## src/hw/rtl/pln_pkg.sv

```systemverilog
// ----------------------------------------------------------------------------
// pln_pkg : shared types and helpers for the periodic lattice neighbor index
// Site and extent widths, the saturating span type and the per-beat context
// carried through the remainder pipeline.
// ----------------------------------------------------------------------------
package pln_pkg;

    localparam int NUM_AXES  = 4;
    localparam int SITE_BITS = 24;
    localparam int EXT_BITS  = 13;
    localparam int AXIS_BITS = 2;
    localparam int DIR_BITS  = 3;
    localparam int SPAN_IDX_BITS = 3;   // indexes NUM_AXES + 1 spans

    localparam logic [EXT_BITS-1:0] EXT_RESET = EXT_BITS'(8);

    // Product of extents kept as its low SITE_BITS bits plus a flag that is set
    // when the true value reaches 2^SITE_BITS.
    typedef struct packed {
        logic                 big;
        logic [SITE_BITS-1:0] low;
    } t_span;

    typedef struct packed {
        logic [SITE_BITS-1:0] site;
        logic                 backward;
        logic                 oor;
        t_span                stride;   // stride of the stepped axis
        t_span                wrap;     // (extent - 1) * stride
    } t_ctx;

    // Extent register with zero read as one.
    function automatic logic [EXT_BITS-1:0] eff_extent(logic [EXT_BITS-1:0] e);
        return (e == '0) ? EXT_BITS'(1) : e;
    endfunction

    // Multiply a span by a factor, keeping the low bits exact and saturating
    // the flag.
    function automatic t_span span_scale(t_span s, logic [EXT_BITS-1:0] f);
        logic [SITE_BITS+EXT_BITS-1:0] prod;
        t_span                         r;
        prod  = {{EXT_BITS{1'b0}}, s.low} * {{SITE_BITS{1'b0}}, f};
        r.big = (s.big && (f != '0)) || (prod[SITE_BITS+EXT_BITS-1:SITE_BITS] != '0);
        r.low = prod[SITE_BITS-1:0];
        return r;
    endfunction

    // Span as a value clamped to 2^SITE_BITS.
    function automatic logic [SITE_BITS:0] span_clamp(t_span s);
        return s.big ? {1'b1, {SITE_BITS{1'b0}}} : {1'b0, s.low};
    endfunction

endpackage

```

## src/hw/rtl/pln_rem_pipe.sv

```systemverilog
// ----------------------------------------------------------------------------
// pln_rem_pipe : pipelined remainder of the site index by a span
// One restoring step per stage, most significant site bit first; the context
// of each beat travels alongside. Bubbles collapse on a stall.
// ----------------------------------------------------------------------------
module pln_rem_pipe (
    input  logic                          i_clk,
    input  logic                          i_rst_n,
    input  logic                          i_valid,
    output logic                          o_ready,
    input  pln_pkg::t_ctx                 i_ctx,
    input  logic [pln_pkg::SITE_BITS:0]   i_modulus,
    output logic                          o_valid,
    input  logic                          i_ready,
    output pln_pkg::t_ctx                 o_ctx,
    output logic [pln_pkg::SITE_BITS-1:0] o_rem
);

    localparam int N = pln_pkg::SITE_BITS;

    logic                   r_v   [N];
    pln_pkg::t_ctx          r_ctx [N];
    logic [N:0]             r_mod [N];
    logic [N-1:0]           r_rem [N];
    logic                   w_en  [N];

    logic                   w_src_v   [N];
    pln_pkg::t_ctx          w_src_ctx [N];
    logic [N:0]             w_src_mod [N];
    logic [N-1:0]           w_src_rem [N];

    // Stage k may load when it is empty or its content moves on.
    always_comb begin
        w_en[N-1] = !r_v[N-1] || i_ready;
        for (int k = N - 2; k >= 0; k--) begin
            w_en[k] = !r_v[k] || w_en[k+1];
        end
    end

    for (genvar k = 0; k < N; k++) begin : g_stage
        logic [N:0] w_shift;

        if (k == 0) begin : g_first
            assign w_src_v[k]   = i_valid;
            assign w_src_ctx[k] = i_ctx;
            assign w_src_mod[k] = i_modulus;
            assign w_src_rem[k] = '0;
        end else begin : g_next
            assign w_src_v[k]   = r_v[k-1];
            assign w_src_ctx[k] = r_ctx[k-1];
            assign w_src_mod[k] = r_mod[k-1];
            assign w_src_rem[k] = r_rem[k-1];
        end

        // Bring in the next site bit, subtract the modulus if it fits.
        assign w_shift = {w_src_rem[k], w_src_ctx[k].site[N-1-k]};

        always_ff @(posedge i_clk) begin
            if (!i_rst_n) begin
                r_v[k] <= 1'b0;
            end else if (w_en[k]) begin
                r_v[k] <= w_src_v[k];
            end
        end

        always_ff @(posedge i_clk) begin
            if (w_en[k]) begin
                r_ctx[k] <= w_src_ctx[k];
                r_mod[k] <= w_src_mod[k];
                if (w_shift >= w_src_mod[k]) begin
                    r_rem[k] <= N'(w_shift - w_src_mod[k]);
                end else begin
                    r_rem[k] <= w_shift[N-1:0];
                end
            end
        end
    end

    assign o_ready = w_en[0];
    assign o_valid = r_v[N-1];
    assign o_ctx   = r_ctx[N-1];
    assign o_rem   = r_rem[N-1];

    a_rem_below_mod: assert property (@(posedge i_clk) disable iff (!i_rst_n)
        r_v[N-1] |-> ({1'b0, r_rem[N-1]} < r_mod[N-1]))
        else $error("remainder not below modulus");

    a_mod_nonzero: assert property (@(posedge i_clk) disable iff (!i_rst_n)
        r_v[0] |-> (r_mod[0] != '0))
        else $error("zero modulus entered the pipeline");

    a_ready_only_when_full: assert property (@(posedge i_clk) disable iff (!i_rst_n)
        !o_ready |-> r_v[0])
        else $error("ready dropped with an empty first stage");

endmodule

```

## config.mk

```make
export PLATFORM = sky130hd
export DESIGN_NAME = pln_rem_pipe
export DESIGN_NICKNAME = d
export VERILOG_FILES = /design/src/hw/rtl/pln_pkg.sv /design/src/hw/rtl/pln_rem_pipe.sv
export SDC_FILE = /design/constraint.sdc
export NUM_CORES = 2
export LEC_CHECK = 0
export ABC_AREA = 1
export BUFFER_PORTS_ARGS = -buffer_cell sky130_fd_sc_hd__buf_2
export CORE_MARGIN = 10
export CORE_UTILIZATION = 40
export DETAILED_ROUTE_END_ITERATION = 8
export PLACE_DENSITY = 0.55
export RECOVER_POWER = 50
export SLEW_MARGIN = 40
export SYNTH_ARGS = -nofsm -noshare
export SYNTH_HDL_FRONTEND = slang
export SYNTH_SLANG_ARGS = --single-unit
export TNS_END_PERCENT = 30
```

## constraint.sdc

```tcl
create_clock -name i_clk -period 25.7 [get_ports i_clk]
set_input_delay 1.285 -clock i_clk [delete_from_list [all_inputs] [get_ports i_clk]]
set_output_delay 1.285 -clock i_clk [all_outputs]
set_load 0.03 [all_outputs]
```

==> Implementation_results.wiki <==
{| class="wikitable"
! Metric !! Value
|-
| Part of the power in combinational logic || a little under 10%
|-
| Proportion of power drawn by the clock network || about two fifths
|-
| Number of nets at the end of the flow || approximately 10000
|-
| Detailed-routing iteration count for the pre-antenna-repair pass || 6
|-
| Clock Root Buffer || sky130_fd_sc_hd__clkbuf_16
|-
| Register area share after synthesis || 72.3%
|-
| Via total after detailed routing || 67344
|-
| Post-route setup TNS || 0 ps
|-
| Final routed DRC violation total || 0
|-
| Global-route usage over all layers || between 10% and 20%
|-
| Die boundary width || 578 um
|-
| Failing checks || max-capacitance violations, max-slew violations
|-
| Number of setup buffers added after CTS || 0
|-
| Kind of end point of the critical path || output pin
|-
| Standard-cell row count || 204
|-
| Number of enable-type register cells in the synthesized netlist || between 2000 and 3000
|-
| Synthesized area per cell || roughly 14 um2
|-
| Leakage power summed over all cells || between 50 and 60 nW
|-
| Flip-flop and latch count after synthesis || roughly 3000
|-
| Routed vias/inst || approximately 4.9
|-
| Floorplan die height || 578 um
|-
| Via count of the first global-routing pass || ~69000
|-
| Number of violations reported at the end of detailed-routing iteration 0 || 4168
|-
| Endpoints failing setup || 0
|-
| Number of nets in the synthesized netlist || about 9800
|-
| Port Buf Inserts || 206
|-
| Filler cells || 27257
|-
| Critical path launch point type || input pin
|-
| Worst rel slew slack || -190%
|-
| IR drop worst, VDD || 0.0616 mV
|-
| Crit path max fanout || 38
|-
| Worst Path Class, Setup || in2out
|-
| Maximum number of pins on one net before global-route repair || approximately 120
|-
| Detail Placement HPWL || 192000 um
|-
| Clock tree from TritonCTS || built
|-
| I/O pin total || around 210
|-
| Clock slew at reported path FFs || roughly 60 ps
|-
| Post-synthesis cell type count || between 50 and 60
|-
| Fraction of final layout cells sized beyond drive strength 1 || 7.10%
|-
| Data arrival, critical path || 8600 ps
|-
| Initial Utilization || 40.2%
|-
| Highest achievable clock rate || about 100 MHz
|-
| Cells after Synth || between 9000 and 10000
|-
| Endpoint of the worst hold-timing path || r_ctx[1][466]
|-
| Cell area after synthesis || 125000 um2
|-
| Layout overhead on the synthesized area || 12.8%
|-
| Global-route wire length before repair || roughly 400000 um
|-
| Status || complete, but fails checks
|-
| Number of nets still failing antenna checks after routing || 0
|-
| Clk_lat worst skew || between 900 and 1000 ps
|-
| Fraction of synthesis flops using an asynchronous set or reset pin || 0%
|-
| Clk sink count || approximately 3000
|-
| Worst Reg-to-Reg Cells || 14
|-
| Core box area || between 300000 and 400000 um2
|-
| CTS buffer count || between 300 and 400
|-
| Power density over the cells || 81.9 nW/um2
|-
| Pins Over Slew Limit || ~580
|-
| Worst hold path class || reg2reg
|-
| Post-layout power || 0.0115 W
|-
| Endpoints failing hold || 0
|-
| Total number of yosys warnings || 0
|-
| Post-detailed-route wirelength per cell || between 15 and 20 um
|-
| Pin slew with the least headroom to its limit || approximately 4400 ps
|-
| Required time at the worst-slack endpoint || around 24000 ps
|-
| Unrepaired setup endpoints after global routing || no
|-
| Final critical-path share of the clock period || between 30% and 40%
|-
| Post-cts hold buffer count || 0
|-
| Cell depth of the worst hold path || 0
|-
| Int Pwr || about 0.0087 W
|-
| Launch point of the worst path || i_ready
|-
| Setup skew after layout || about 54 ps
|-
| Number of antenna violations at the first check in global routing || 11
|-
| Reg power frac || between 50% and 60%
|-
| R2r endpoint || r_rem[0][24]
|-
| Crit path time final || approximately 9900 ps
|-
| Max Root-Sink Buffers || 4
|-
| Net switching fraction of the power || between 20% and 30%
|-
| Register-to-register setup slack || roughly 17000 ps
|-
| Total net switching power || about 0.0028 W
|-
| Number of max-capacitance violations reported || 13
|-
| Origin of the worst min-delay path || r_ctx[1][390]
|-
| Number of H-tree branching levels || 5
|-
| Most used flip-flop cell after synthesis || sky130_fd_sc_hd__edfxtp_1
|-
| Die area || 334000 um2
|-
| Number of gates given a new drive strength after cts || 0
|-
| Grt total ovfl || 0
|-
| R2R Path Start || r_v[2][5]
|-
| Routability Congestion || 0.886
|-
| Final routed wirelength across all metal layers || 257000 um
|}
## metrics by stage
| step | hold WS [ps] | util, % | area, um2 | setup slack [ps] | instances |
|---|---|---|---|---|---|
| finish | 386 | 45.4 | 141000 | 15810 | 13843 |
| CTS | 377 | 45.5 | 141000 | 17780 | 13835 |
| global route | 397 | 45.4 | 141000 | 15080 | 13840 |
| floorplan | 400 | - | 125000 | 11610 | 9046 |
| global placement | 400 | 42.1 | 130000 | 18020 | 13243 |
| detailed placement | 405 | 42.1 | 130000 | 17790 | 13246 |
## layout by cell type (no fill, tap or decap), types with 69 or more instances in the layout
master / count
sky130_fd_sc_hd__o21ai_0: 423
sky130_fd_sc_hd__xor2_1: 194
sky130_fd_sc_hd__clkbuf_16: 329
sky130_fd_sc_hd__xnor2_1: 295
sky130_fd_sc_hd__clkinv_1: 69
sky130_fd_sc_hd__clkbuf_1: 206
sky130_fd_sc_hd__inv_1: 968
sky130_fd_sc_hd__nor2_1: 558
sky130_fd_sc_hd__ha_1: 577
sky130_fd_sc_hd__edfxtp_1: 2998
sky130_fd_sc_hd__nand2_1: 1239
sky130_fd_sc_hd__buf_2: 76
sky130_fd_sc_hd__a21oi_1: 840
sky130_fd_sc_hd__nand3_1: 204
## cell families (layout without fill, tap and decap cells)
logic type,Yosys count,in the layout,share of synthesized area [%]
AOI/OAI and AO/OA,1557,1557,6.83
and+or+nand+nor,2222,2222,7.42
other,0,4,0
adders and majority gates,600,600,6.16
DFF,2999,2999,72.3
buffers and inverters,1179,1852,3.88
xor gates and xnor gates,489,489,3.44
## sequential cells by signal (all words and copies together) (netlist names)
name   cells
r_ctx   1824
r_v       24
r_rem    576
r_mod    575
## power groups by stage
stage / Combinational, W / Sequential, W / Clock, W
finish: 0.00114 / 0.00588 / 0.00450
global route: 0.00129 / 0.00591 / 0.00484
CTS: 0.00115 / 0.00589 / 0.00464
detailed placement: 0.00114 / 0.00599 / 0
global placement: 0.00112 / 0.00599 / 0
floorplan: 0.000840 / 0.00593 / 0
## critical path, cell delays in order
cell and delay [ps]:
sky130_fd_sc_hd__clkbuf_1 140, sky130_fd_sc_hd__inv_1 100, sky130_fd_sc_hd__nand4_1 650, sky130_fd_sc_hd__nor3_1 750, sky130_fd_sc_hd__nand4_1 1700, sky130_fd_sc_hd__nor2_4 850
sky130_fd_sc_hd__nand4_4 720, sky130_fd_sc_hd__nor2_4 520, sky130_fd_sc_hd__nand4_4 190, sky130_fd_sc_hd__nor2_4 300, sky130_fd_sc_hd__nand4_4 450, sky130_fd_sc_hd__nor2_8 320
sky130_fd_sc_hd__nand4_4 240, sky130_fd_sc_hd__buf_2 310
## synthesized netlist by cell type (3+ instances only)
cell	number	share of area, %
sky130_fd_sc_hd__a21o_1	57	0.34
sky130_fd_sc_hd__a211oi_1	7	0.042
sky130_fd_sc_hd__o21ai_2	21	0.15
sky130_fd_sc_hd__nand3b_1	7	0.042
sky130_fd_sc_hd__or2_2	17	0.085
sky130_fd_sc_hd__nand4_1	47	0.24
sky130_fd_sc_hd__o21bai_1	24	0.14
sky130_fd_sc_hd__buf_6	10	0.090
sky130_fd_sc_hd__buf_1	8	0.024
sky130_fd_sc_hd__buf_4	76	0.46
sky130_fd_sc_hd__o2111ai_1	4	0.028
sky130_fd_sc_hd__a2111oi_0	4	0.028
sky130_fd_sc_hd__ha_1	577	5.8
sky130_fd_sc_hd__o21ai_1	4	0.016
sky130_fd_sc_hd__nor3_2	3	0.024
sky130_fd_sc_hd__nor2_1	558	1.7
sky130_fd_sc_hd__clkbuf_1	75	0.23
sky130_fd_sc_hd__buf_2	21	0.084
sky130_fd_sc_hd__nand3_1	207	0.83
sky130_fd_sc_hd__fa_1	23	0.37
sky130_fd_sc_hd__nor3_1	62	0.25
sky130_fd_sc_hd__nand4_4	6	0.10
sky130_fd_sc_hd__o31ai_1	7	0.042
sky130_fd_sc_hd__o21ai_0	423	1.7
sky130_fd_sc_hd__clkinv_1	6	0.018
sky130_fd_sc_hd__nor4_1	47	0.24
sky130_fd_sc_hd__a31o_2	5	0.035
sky130_fd_sc_hd__o221ai_1	5	0.035
sky130_fd_sc_hd__xnor2_1	295	2.1
sky130_fd_sc_hd__nand2_1	1243	3.7
sky130_fd_sc_hd__inv_1	979	2.9
sky130_fd_sc_hd__a41oi_1	6	0.042
sky130_fd_sc_hd__or4_1	5	0.030
sky130_fd_sc_hd__nand2_2	6	0.030
sky130_fd_sc_hd__o21a_1	27	0.16
sky130_fd_sc_hd__nor2_4	3	0.027
sky130_fd_sc_hd__a21boi_1	8	0.048
sky130_fd_sc_hd__o211ai_1	19	0.11
sky130_fd_sc_hd__a21oi_1	840	3.4
sky130_fd_sc_hd__a21boi_0	28	0.17
sky130_fd_sc_hd__o221a_2	5	0.045
sky130_fd_sc_hd__edfxtp_1	2998	72
sky130_fd_sc_hd__xor2_1	194	1.4
sky130_fd_sc_hd__a31oi_1	63	0.32
## layer usage
metal / up-vias / GRT usage, % / wire length (um)
met5: - / 0 / 0
met4: 0 / 5.89 / 10600
met3: 534 / 2.13 / 10100
met2: 1341 / 26.6 / 128000
met1: 32263 / 18.6 / 108000
li1: 33206 / - / -
## cell type report
cell class | instances | area (um2) | share of cell area [%]
inverter | 987 | 3730 | 2.65
antenna | 4 | 10.0 | 0.00712
clock buffer | 396 | 8480 | 6.03
tap | 4120 | 5150 | 3.67
multi-input combinational | 4868 | 29800 | 21.2
clock inverter | 193 | 1930 | 1.38
sequential | 2999 | 90000 | 64.0
timing repair buffer | 276 | 1440 | 1.02
## how the worst max path moves through the flow
stage                     cells after the start           end  slack [ps]
after floorplan                              16  r_rem[0][73]       11610
after global routing                         14       o_ready       15080
after CTS                                    14       o_ready       17780
after global placement                       14       o_ready       18020
after detailed placement                     14       o_ready       17790
final                                        14       o_ready       15810
No activity file was read; power rests on OpenSTA's default activity.
